## src/mhc_pkg.sv

```systemverilog
// Shared types and constants for the magnetometer heading calibrator.
// No dependencies.
`default_nettype none
package mhc_pkg;
   localparam int VEC_W = 45;
   localparam int ANG_W = 32;
   localparam int MAX_STEPS = 24;
   localparam logic signed [ANG_W-1:0] ANG_HALF_TURN = 32'sd117964800;
   localparam logic signed [ANG_W-1:0] ANG_BIAS = 32'sd471891968;
   localparam logic [13:0] TURN_TENTHS = 14'd3600;

   localparam logic [2:0] REG_SWAP = 3'd0;
   localparam logic [2:0] REG_NEGX = 3'd1;
   localparam logic [2:0] REG_NEGY = 3'd2;
   localparam logic [2:0] REG_SPAN = 3'd3;
   localparam logic [2:0] REG_OFFS = 3'd4;

   function automatic logic [25:0] atan_step(input logic [4:0] i);
      logic [25:0] r;
      case (i)
         5'd0: r = 26'd29491200;
         5'd1: r = 26'd17409672;
         5'd2: r = 26'd9198793;
         5'd3: r = 26'd4669451;
         5'd4: r = 26'd2343786;
         5'd5: r = 26'd1173036;
         5'd6: r = 26'd586661;
         5'd7: r = 26'd293348;
         5'd8: r = 26'd146676;
         5'd9: r = 26'd73339;
         5'd10: r = 26'd36669;
         5'd11: r = 26'd18335;
         5'd12: r = 26'd9167;
         5'd13: r = 26'd4584;
         5'd14: r = 26'd2292;
         5'd15: r = 26'd1146;
         5'd16: r = 26'd573;
         5'd17: r = 26'd286;
         5'd18: r = 26'd143;
         5'd19: r = 26'd72;
         5'd20: r = 26'd36;
         5'd21: r = 26'd18;
         5'd22: r = 26'd9;
         5'd23: r = 26'd4;
         default: r = 26'd0;
      endcase
      return r;
   endfunction
endpackage
`default_nettype wire

```

## src/mhc_cordic.sv

```systemverilog
// Iterative vectoring CORDIC: normalize by one doubling per cycle, then one
// rotation per cycle. Depends on mhc_pkg.
`default_nettype none
module mhc_cordic #(
   parameter int STEPS = 16
) (
   input  wire logic clock,
   input  wire logic reset,
   input  wire logic start,
   input  wire logic signed [mhc_pkg::VEC_W-1:0] im_in,
   input  wire logic signed [mhc_pkg::VEC_W-1:0] re_in,
   output logic done,
   output logic signed [mhc_pkg::ANG_W-1:0] angle
);
   localparam int NSTEP = (STEPS > mhc_pkg::MAX_STEPS) ? mhc_pkg::MAX_STEPS : STEPS;
   localparam logic [4:0] LAST = 5'(NSTEP - 1);
   localparam logic signed [mhc_pkg::VEC_W-1:0] LIM = 45'sd1099511627776;

   typedef enum logic [2:0] {
      C_IDLE = 3'b001,
      C_NORM = 3'b010,
      C_ROT  = 3'b100
   } cstate_type;

   cstate_type state_ff, state_in;
   logic signed [mhc_pkg::VEC_W-1:0] re_ff, re_in2, im_ff, im_in2;
   logic signed [mhc_pkg::ANG_W-1:0] z_ff, z_in;
   logic [4:0] cnt_ff, cnt_in;
   logic done_ff, done_in;
   logic grow;
   logic signed [mhc_pkg::VEC_W-1:0] re_sh, im_sh;
   logic signed [mhc_pkg::ANG_W-1:0] at;

   assign grow = (im_ff < LIM) && (im_ff > -LIM) && (re_ff < LIM) && (re_ff > -LIM);
   assign re_sh = re_ff >>> cnt_ff;
   assign im_sh = im_ff >>> cnt_ff;
   assign at = mhc_pkg::ANG_W'(mhc_pkg::atan_step(cnt_ff));

   always_comb begin
      state_in = state_ff;
      re_in2 = re_ff;
      im_in2 = im_ff;
      z_in = z_ff;
      cnt_in = cnt_ff;
      done_in = 1'b0;
      case (state_ff)
         C_IDLE: begin
            if (start) begin
               re_in2 = re_in;
               im_in2 = im_in;
               z_in = '0;
               cnt_in = '0;
               if (re_in == '0 && im_in == '0) begin
                  done_in = 1'b1;
               end else begin
                  state_in = C_NORM;
               end
            end
         end
         C_NORM: begin
            if (grow) begin
               re_in2 = re_ff <<< 1;
               im_in2 = im_ff <<< 1;
            end else begin
               if (re_ff < 0) begin
                  z_in = (im_ff >= 0) ? mhc_pkg::ANG_HALF_TURN : -mhc_pkg::ANG_HALF_TURN;
                  re_in2 = -re_ff;
                  im_in2 = -im_ff;
               end
               state_in = C_ROT;
            end
         end
         C_ROT: begin
            if (im_ff >= 0) begin
               re_in2 = re_ff + im_sh;
               im_in2 = im_ff - re_sh;
               z_in = z_ff + at;
            end else begin
               re_in2 = re_ff - im_sh;
               im_in2 = im_ff + re_sh;
               z_in = z_ff - at;
            end
            cnt_in = cnt_ff + 5'd1;
            if (cnt_ff == LAST) begin
               state_in = C_IDLE;
               done_in = 1'b1;
            end
         end
         default: state_in = C_IDLE;
      endcase
   end

   always_ff @(posedge clock) begin
      if (reset) begin
         state_ff <= C_IDLE;
         done_ff <= 1'b0;
      end else begin
         state_ff <= state_in;
         done_ff <= done_in;
      end
      re_ff <= re_in2;
      im_ff <= im_in2;
      z_ff <= z_in;
      cnt_ff <= cnt_in;
   end

   assign done = done_ff;
   assign angle = z_ff;
endmodule
`default_nettype wire

```

## src/magnetometer_heading_calibrator.sv

```systemverilog
// Top level: stream ports, register file, min/max tracking and span
// equalization. Depends on mhc_pkg and mhc_cordic.
//
// One sample at a time. Each beat passes through the IDLE, MUL, ANGLE, WRAP and
// HOLD states; its length is set by the normalizing and rotation loops of the
// CORDIC unit and by the modulo steps in WRAP, and a zero vector skips both
// loops. The result sits in an output register, so the next sample is taken
// while it waits.
`default_nettype none
module magnetometer_heading_calibrator #(
   parameter int CORDIC_STEPS = 16
) (
   input  wire logic clock,
   input  wire logic reset,
   input  wire logic req_tvalid,
   output logic req_tready,
   input  wire logic [31:0] req_tdata,   // raw_x, raw_y
   input  wire logic req_tuser,          // restart
   output logic rsp_tvalid,
   input  wire logic rsp_tready,
   output logic [47:0] rsp_tdata,        // heading_tenths, span_x, span_y, zero fill
   output logic rsp_tuser,               // calibrating
   input  wire logic csr_psel,
   input  wire logic csr_penable,
   input  wire logic csr_pwrite,
   input  wire logic [4:0] csr_paddr,
   input  wire logic [31:0] csr_pwdata,
   output logic [31:0] csr_prdata,
   output logic csr_pready
);
   typedef enum logic [4:0] {
      S_IDLE  = 5'b00001,
      S_MUL   = 5'b00010,
      S_ANGLE = 5'b00100,
      S_WRAP  = 5'b01000,
      S_HOLD  = 5'b10000
   } state_type;

   state_type state_ff, state_in;
   logic swap_ff, negx_ff, negy_ff;
   logic [15:0] min_span_ff;
   logic signed [11:0] offs_ff;
   logic seen_ff;
   logic signed [16:0] x_ff, y_ff, minx_ff, maxx_ff, miny_ff, maxy_ff;
   logic signed [mhc_pkg::VEC_W-1:0] vx_ff, vy_ff;
   logic cal_ff;
   logic [13:0] q_ff, q_in;
   logic rsp_v_ff;
   logic [11:0] hd_ff;
   logic [15:0] sx_out_ff, sy_out_ff;
   logic rcal_ff;
   logic start_ff;
   logic cord_start;
   logic cord_done;
   logic signed [mhc_pkg::ANG_W-1:0] angle;

   logic wr;
   logic signed [16:0] ax, ay, ox, oy;
   logic first;
   logic [16:0] spx, spy;
   logic calib;
   logic signed [18:0] cx, cy;
   logic signed [37:0] px, py;
   logic signed [mhc_pkg::ANG_W-1:0] t;
   logic out_free;

   assign csr_pready = 1'b1;
   assign wr = csr_psel && csr_penable && csr_pwrite;

   always_comb begin
      case (csr_paddr[4:2])
         mhc_pkg::REG_SWAP: csr_prdata = {31'd0, swap_ff};
         mhc_pkg::REG_NEGX: csr_prdata = {31'd0, negx_ff};
         mhc_pkg::REG_NEGY: csr_prdata = {31'd0, negy_ff};
         mhc_pkg::REG_SPAN: csr_prdata = {16'd0, min_span_ff};
         mhc_pkg::REG_OFFS: csr_prdata = {{20{offs_ff[11]}}, offs_ff};
         default: csr_prdata = '0;
      endcase
   end

   assign ax = swap_ff ? 17'(signed'(req_tdata[31:16])) : 17'(signed'(req_tdata[15:0]));
   assign ay = swap_ff ? 17'(signed'(req_tdata[15:0])) : 17'(signed'(req_tdata[31:16]));
   assign ox = negx_ff ? -ax : ax;
   assign oy = negy_ff ? -ay : ay;
   assign first = !seen_ff || req_tuser;

   assign spx = 17'(maxx_ff - minx_ff);
   assign spy = 17'(maxy_ff - miny_ff);
   assign calib = (spx < {1'b0, min_span_ff}) || (spy < {1'b0, min_span_ff});
   assign cx = (19'(x_ff) <<< 1) - (19'(minx_ff) + 19'(maxx_ff));
   assign cy = (19'(y_ff) <<< 1) - (19'(miny_ff) + 19'(maxy_ff));
   assign px = 38'(cx) * 38'(signed'({1'b0, spy}));
   assign py = 38'(cy) * 38'(signed'({1'b0, spx}));

   assign t = angle + mhc_pkg::ANG_W'(signed'({offs_ff, 16'd0})) + mhc_pkg::ANG_BIAS;
   assign out_free = !rsp_v_ff || rsp_tready;
   assign req_tready = (state_ff == S_IDLE);
   assign cord_start = start_ff;

   always_comb begin
      state_in = state_ff;
      q_in = q_ff;
      case (state_ff)
         S_IDLE: if (req_tvalid) state_in = S_MUL;
         S_MUL: state_in = S_ANGLE;
         S_ANGLE: begin
            if (cord_done) begin
               q_in = t[29:16];
               state_in = S_WRAP;
            end
         end
         S_WRAP: begin
            if (q_ff >= mhc_pkg::TURN_TENTHS) q_in = q_ff - mhc_pkg::TURN_TENTHS;
            else state_in = S_HOLD;
         end
         S_HOLD: if (out_free) state_in = S_IDLE;
         default: state_in = S_IDLE;
      endcase
   end

   mhc_cordic #(.STEPS(CORDIC_STEPS)) u_cordic (
      .clock(clock), .reset(reset), .start(cord_start),
      .im_in(vx_ff), .re_in(vy_ff), .done(cord_done), .angle(angle)
   );

   // the MUL state writes vx/vy, CORDIC samples them the next cycle
   always_ff @(posedge clock) begin
      if (reset) begin
         state_ff <= S_IDLE;
         swap_ff <= 1'b0;
         negx_ff <= 1'b0;
         negy_ff <= 1'b0;
         min_span_ff <= 16'd200;
         offs_ff <= '0;
         seen_ff <= 1'b0;
         minx_ff <= '0;
         maxx_ff <= '0;
         miny_ff <= '0;
         maxy_ff <= '0;
         rsp_v_ff <= 1'b0;
         start_ff <= 1'b0;
      end else begin
         state_ff <= state_in;
         start_ff <= (state_ff == S_MUL);
         if (wr) begin
            case (csr_paddr[4:2])
               mhc_pkg::REG_SWAP: swap_ff <= csr_pwdata[0];
               mhc_pkg::REG_NEGX: negx_ff <= csr_pwdata[0];
               mhc_pkg::REG_NEGY: negy_ff <= csr_pwdata[0];
               mhc_pkg::REG_SPAN: min_span_ff <= csr_pwdata[15:0];
               mhc_pkg::REG_OFFS: offs_ff <= csr_pwdata[11:0];
               default: ;
            endcase
         end
         if (state_ff == S_IDLE && req_tvalid) begin
            seen_ff <= 1'b1;
            if (first) begin
               minx_ff <= ox;
               maxx_ff <= ox;
               miny_ff <= oy;
               maxy_ff <= oy;
            end else begin
               if (ox < minx_ff) minx_ff <= ox;
               if (ox > maxx_ff) maxx_ff <= ox;
               if (oy < miny_ff) miny_ff <= oy;
               if (oy > maxy_ff) maxy_ff <= oy;
            end
         end
         if (state_ff == S_HOLD && out_free) rsp_v_ff <= 1'b1;
         else if (rsp_tready) rsp_v_ff <= 1'b0;
      end
      if (state_ff == S_IDLE) begin
         x_ff <= ox;
         y_ff <= oy;
      end
      if (state_ff == S_MUL) begin
         cal_ff <= calib;
         if (!calib && spx != '0 && spy != '0) begin
            vx_ff <= mhc_pkg::VEC_W'(px);
            vy_ff <= mhc_pkg::VEC_W'(py);
         end else begin
            vx_ff <= mhc_pkg::VEC_W'(x_ff);
            vy_ff <= mhc_pkg::VEC_W'(y_ff);
         end
      end
      q_ff <= q_in;
      if (state_ff == S_HOLD && out_free) begin
         hd_ff <= q_ff[11:0];
         rcal_ff <= cal_ff;
         sx_out_ff <= spx[16] ? 16'hFFFF : spx[15:0];
         sy_out_ff <= spy[16] ? 16'hFFFF : spy[15:0];
      end
   end

   assign rsp_tvalid = rsp_v_ff;
   assign rsp_tdata = {4'd0, sy_out_ff, sx_out_ff, hd_ff};
   assign rsp_tuser = rcal_ff;
endmodule
`default_nettype wire

```

## config.mk

```make
export PLATFORM = sky130hd
export DESIGN_NAME = magnetometer_heading_calibrator
export DESIGN_NICKNAME = d
export VERILOG_FILES = /design/src/mhc_pkg.sv /design/src/mhc_cordic.sv /design/src/magnetometer_heading_calibrator.sv
export SDC_FILE = /design/constraint.sdc
export NUM_CORES = 2
export LEC_CHECK = 0
export ABC_AREA = 1
export BUFFER_PORTS_ARGS = -buffer_cell sky130_fd_sc_hd__buf_2
export CORE_UTILIZATION = 50
export CTS_CLUSTER_DIAMETER = 150
export DETAILED_ROUTE_END_ITERATION = 10
export GPL_ROUTABILITY_DRIVEN = 0
export HOLD_SLACK_MARGIN = 0.1
export PLACE_DENSITY = 0.79
export SLEW_MARGIN = 5
export SYNTH_ARGS = -nofsm -noshare
export SYNTH_HDL_FRONTEND = slang
export SYNTH_SLANG_ARGS = --single-unit
```

## constraint.sdc

```tcl
create_clock -name clock -period 7.7 [get_ports clock]
set_clock_uncertainty 0.05 [all_clocks]
set_input_delay 0.77 -clock clock [delete_from_list [all_inputs] [get_ports clock]]
set_output_delay 0.77 -clock clock [all_outputs]
set_load 0.02 [all_outputs]
```

# Word-level counts from Yosys, hierarchy flattened

Memories as Yosys holds them, arrays and structs flattened. A register that Yosys moved wholly into a read port is not among the register bits.
Index checks and enable logic that the tools add are counted.

Muxes and demuxes: 53
Reductions and logical operators: 44
Add/sub/neg operators: 20
$mul: 2
Shift operators: 2
$lt $le $gt $ge: 13
Equality and inequality tests: 24

Operators by type and width:

| cell                 | number |
|---|---|
| $mux 45              | 10 |
| $pmux 45 s3          | 2 |
| $mux 17              | 12 |
| $mux 32              | 5 |
| $pmux 32 s5          | 1 |
| $pmux 32 s3          | 1 |
| $add 45x45->45       | 2 |
| $gt 45x41->1 const B | 2 |
| $logic_not 45->1     | 2 |
| $lt 45x42->1 const B | 2 |
| $neg 45->45          | 2 |
| $sshr 45x5->45       | 2 |
| $sub 45x45->45       | 2 |
| $mul 19x18->37       | 2 |
| $ge 45x1->1 const B  | 1 |
| $lt 45x1->1 const B  | 1 |
| $sub 18x18->19       | 2 |
| $add 17x17->18       | 2 |
| $gt 17x17->1         | 2 |
| $lt 17x16->1         | 2 |
| $lt 17x17->1         | 2 |
| $neg 17->17          | 2 |
| $reduce_bool 17->1   | 2 |
| $sub 17x17->17       | 2 |
| 36 further kinds     | 93 |

Input port bits: 77
Bits in read-only memories: 800
Word-level logic and storage cells: 188
Memories kept: 1
Bits in registers: 422
Output and inout bits: 84

Memory list:

| name             | depth | width | read ports | clocked after Yosys merged registers in | write ports | line          | text |
|---|---|---|---|---|---|---|---|
| (name not given) | 32    | 25    | 1          | 1                                       | 0           | mhc_pkg.sv:20 | `case (i)` |

# Longest topological paths before layout

Depth after elaboration: 7
Depth in mapped cells: 45

# Cells and area by module

Synthesis repeated with hierarchy kept, for this count alone.

Cell total of the unflattened synthesis: 10092
Area total of the unflattened synthesis: 70739.1 sq um

Modules (own cells, without submodules):

| module                          | area an instance (sq um) | sequential area each (sq um) | cells an instance | instances |
|---|---|---|---|---|
| magnetometer_heading_calibrator | 45134.5                  | 7186.9                       | 5780              | 1 |
| mhc_cordic                      | 25604.6                  | 4394.2                       | 4312              | 1 |

# Worst setup path before layout

No wires, ideal clock.

Path kind: register to register
Start point: register y_ff[12]
End point: register vy_ff[35] (netlist bit) (data pin)
Library setup time: 258 ps
Buffers on the path: 2
Data arrival time: 7915 ps
Stages on the path, launching flop included: 31
Setup slack: -523 ps
Clock period less this slack: 8223 ps
Path through: edfxtp_1 > fa_1 > ha_1 > a21oi_1 > o21ai_0 > a221oi_1 > nand3_1 > or2_2 > nand2_1 > clkbuf_1 > nor2_1 > fa_1 > fa_1 > clkbuf_1 > inv_1 > fa_1 > fa_1 > inv_1 > fa_1 > inv_1 > fa_1 > inv_1 > ha_1 > inv_1 > nor3_1 > nor3b_1 > nand3_1 > nand2_1 > xor2_1 > nand4_1 > nand2_1

Cells in the longest elaborated chain, start to end: 3

Ends and longest elaborated chain:

| what                   | line                                   | text |
|---|---|---|
| from (decl)            | magnetometer_heading_calibrator.sv:44  | `logic signed [16:0] x_ff, y_ff, minx_ff, maxx_ff, miny_ff, maxy_ff;` |
| from (signal assigned) | magnetometer_heading_calibrator.sv:174 | `y_ff <= oy;` |
| $sub 18x18->19         | magnetometer_heading_calibrator.sv:91  | `assign cy = (19'(y_ff) <<< 1) - (19'(miny_ff) + 19'(maxy_ff));` |
| $mul 19x18->37         | magnetometer_heading_calibrator.sv:93  | `assign py = 38'(cy) * 38'(signed'({1'b0, spx}));` |
| $mux 45                | magnetometer_heading_calibrator.sv:178 | `if (!calib && spx != '0 && spy != '0) begin` |
| to (signal assigned)   | magnetometer_heading_calibrator.sv:180 | `vy_ff <= mhc_pkg::VEC_W'(py);` |
| to (signal assigned)   | magnetometer_heading_calibrator.sv:183 | `vy_ff <= mhc_pkg::VEC_W'(y_ff);` |
| to (decl)              | magnetometer_heading_calibrator.sv:45  | `logic signed [mhc_pkg::VEC_W-1:0] vx_ff, vy_ff;` |

Every way passes these cells.
A chain may end at the register's enable or synchronous reset.

# Final worst setup path

Start point: register y_ff[8]
End point: register vy_ff[30] (netlist bit) (data pin)

The elaborated chain is that of the path after synthesis.

==> impl_metrics.env <==
export IMPL_cp_max_fo=7
export IMPL_initial_core_util_pct=50.3
export IMPL_synth_async_reset_ratio_pct=0
export IMPL_max_freq_mhz=117
export IMPL_synthDominantCellAreaShare_pct=20.0
export IMPL_final_cell_area_um2=80800
export IMPL_first_pass_iters=11
export IMPL_r2r_cells=33
export IMPL_final_util_pct=59.6
export IMPL_yosysTopAreaCell="fa_1"
export IMPL_worst_setup_path_end_kind="register"
export IMPL_slew_headroom_pct=13.5
export IMPL_seqCellArea_um2=11500
export IMPL_r2r_start="y_ff[8]$_DFFE_PP_"
export IMPL_io_pins=161
export IMPL_use_met2_pct=51.9
export IMPL_final_nets=11400
export IMPL_hold_path_depth=3
export IMPL_cp_required_ns=8.07
export IMPL_critPathMaxStageDelay_ns=0.62
export IMPL_antenna_found_initial=11
export IMPL_setup_tns_ns=-19.42
export IMPL_ys_warn_count=0
export IMPL_cp_arrival_ns=8.91
export IMPL_finalHoldViolations=0
export IMPL_grt_pass1_wl_um=363000
export IMPL_area_growth_pct=18.4
export IMPL_cts_hold_buf=0
export IMPL_min_to="offs_ff[4]$_SDFFE_PP0P_"
export IMPL_crit_type="reg -> reg"
export IMPL_netlist_instances=9473
export IMPL_grt_met3_usage_pct=8.15
export IMPL_run_status="finished, violations left"
export IMPL_num_rows=135
export IMPL_fin_crit_ns=8.54
export IMPL_rsz0062_at_grt="yes"
export IMPL_syn_cell_area_um2=68200
export IMPL_multi_input_area_um2=52000
export IMPL_synth_edf_count=293
export IMPL_synth_avg_cell_area_um2=7.20
export IMPL_maxSlewViolCount=0
export IMPL_synth_ff_type="edfxtp_1"
export IMPL_placed_cells=11700
export IMPL_grt_ovfl_total=0
export IMPL_totalWireLength_um=249000
export IMPL_wire_per_inst_um=20.9
export IMPL_grt_max_degree=96
export IMPL_cts_clk_slew_worst_paths_ns=0.06
export IMPL_setup_viol_count_final=44
export IMPL_synth_seq_area_share_pct=16.9
export IMPL_drc=2
export IMPL_grt_usage_pct=33.2
export IMPL_first_iter_violations=9626
export IMPL_portBuffers=137
export IMPL_cts_buffers=51
export IMPL_maxCapViolations=0
export IMPL_h_tree_depth=2
export IMPL_grt_busiest_layer="met2"
export IMPL_violations="DRC, setup timing"
export IMPL_hold_path_startpoint="csr_pwdata[4]"
export IMPL_synth_cell_types=79
export IMPL_place_detailed_hpwl_um=182000
export IMPL_core_um2=135000
export IMPL_clockBufferDepth=3
export IMPL_fillers=11000
export IMPL_die_y_um=371
export IMPL_drive_gt1_share_pct=17.4
export IMPL_fin_cells=11900
export IMPL_cts_sinks=429
export IMPL_startpoint_type="register"
export IMPL_cpMostUsedCell="fa_1"
export IMPL_grt_use_met1_pct=40.8
export IMPL_die_area_um2=138000
export IMPL_ff2ff_setup_slack_ns=-0.84
export IMPL_postPlaceCellArea_um2=74800
export IMPL_hold_path_class="in -> reg"
export IMPL_critical_path_slowest_cell="fa_1"
export IMPL_vias_per_cell=6.02
export IMPL_yosys_top_cells_area="fa_1 20%, edfxtp_1 13%, nand2_1 11%, ha_1 10%, inv_1 8.7%"
export IMPL_die_x_um=371
export IMPL_ys_ff_latch=429
export IMPL_ant_nets=0
export IMPL_cts_root_buf="clkbuf_16"
export IMPL_cts_tree="built"
export IMPL_finalCritPeriodShare_pct=111
export IMPL_reg2reg_to="vy_ff[30]$_DFFE_PP_"
export IMPL_clock_latency_ns=0.70
export IMPL_grt_pass1_vias=68000
export IMPL_vias=71800
export IMPL_tightest_slew_ns=1.30
export IMPL_fin_ws_ns=-0.838
## synth_stat cells (all sizes together), types with 26 or more instances
cell type,count
a21o,26
inv,1600
or2,59
nand3,819
o21ai,516
xnor2,103
nor4,41
nand4,146
nor3,107
nand2,2050
buf,169
fa,680
xor2,244
clkbuf,166
o2111ai,49
ha,548
o21bai,26
dfxtp,136
a31oi,36
a21oi,511
nor2,925
edfxtp,293
o211ai,59
## worst max-delay path by stage
stage                            startpoint                  end
floorplan                y_ff[12]$_DFFE_PP_  vy_ff[35]$_DFFE_PP_
global placement         y_ff[10]$_DFFE_PP_  vy_ff[35]$_DFFE_PP_
detailed placement        y_ff[1]$_DFFE_PP_  vy_ff[35]$_DFFE_PP_
CTS                 maxx_ff[2]$_SDFFE_PP0P_  vx_ff[34]$_DFFE_PP_
global route              y_ff[8]$_DFFE_PP_  vy_ff[34]$_DFFE_PP_
finish                    y_ff[8]$_DFFE_PP_  vy_ff[30]$_DFFE_PP_
## metal layers
layer	share of wire, %	vias up
met5	0.098	-
met4	9.0	14
met3	13	1503
met2	43	5303
met1	35	33200
li1	-	31800
## sequential cells by signal, indices dropped and copies added, names as in the netlist, 12 cells and up
signal / cells
sx_out_ff: 16
maxx_ff: 17
q_ff: 14
u_cordic.im_ff: 45
min_span_ff: 16
y_ff: 17
vy_ff: 37
u_cordic.angle: 30
x_ff: 17
minx_ff: 17
maxy_ff: 17
u_cordic.at: 25
vx_ff: 37
u_cordic.re_ff: 45
offs_ff: 12
miny_ff: 17
hd_ff: 12
sy_out_ff: 16
## critical path: cells and delay by family (launching register included)
family          cells  cell delay [ns]
xor+xnor            1             0.14
simple gates       10             0.96
flops               1             0.51
fa+ha+maj           9             4.41
compound gates      8             1.51
buf+inv             5             0.67
## stage by stage
step           worst slack [ns]  hold WS (ns)
3_3_place_gp             -0.427         0.371
3_5_place_dp             -0.626         0.362
6_report                 -0.838         0.274
4_1_cts                  -0.241         0.257
2_1_floorplan           -0.0290         0.350
5_1_grt                  -0.908         0.282
## cell usage in the layout (no fill, tap or decap), drive strengths merged, types with 26 or more instances in the layout
master,synthesis,final
nand4,146,146
or2,59,59
a31oi,36,36
a21oi,511,511
inv,1600,1601
o211ai,59,59
xor2,244,244
fa,680,680
xnor2,103,103
o21bai,26,26
clkbuf,166,62
ha,548,548
o2111ai,49,49
nor2,925,925
o21ai,516,516
a21o,26,26
dfxtp,136,136
buf,169,903
edfxtp,293,293
clkinv,13,28
nor4,41,41
nand2,2050,2050
nand3,819,819
nor3,107,107
## cell families (layout without fill, tap and decap cells)
logic type | count (synthesis) | after routing | share of synthesized area, %
buffers and inverters | 1948 | 2612 | 11.3
other | 2 | 10 | 0.0110
AO/OA/AOI/OAI | 1337 | 1337 | 11.2
AND/OR/NAND/NOR | 4181 | 4181 | 26.1
adder cells (fa/ha/maj) | 1228 | 1228 | 30.0
XOR/XNOR | 347 | 347 | 4.52
flip-flops | 429 | 429 | 16.9
multiplexers | 1 | 1 | 0.0165
## cell type report
cell class | instances | share of cell area [%]
inverter | 1613 | 7.58
clock buffer | 62 | 1.72
antenna | 5 | 0.0155
tap | 1781 | 2.76
sequential | 429 | 14.3
clock inverter | 34 | 0.568
timing repair buffer | 903 | 8.67
multi-input combinational | 7099 | 64.4
## repair_timing
item	in CTS	in global routing
endpoints found under the hold margin	0	0
gates cloned	1	0
endpoints found under the setup margin	42	45
pin swaps	308	352
buffers inserted	64	66
resized for setup	391	433
Power is not shown: default switching activity piles up to over one toggle a cycle in this logic, so the estimate is an artifact.
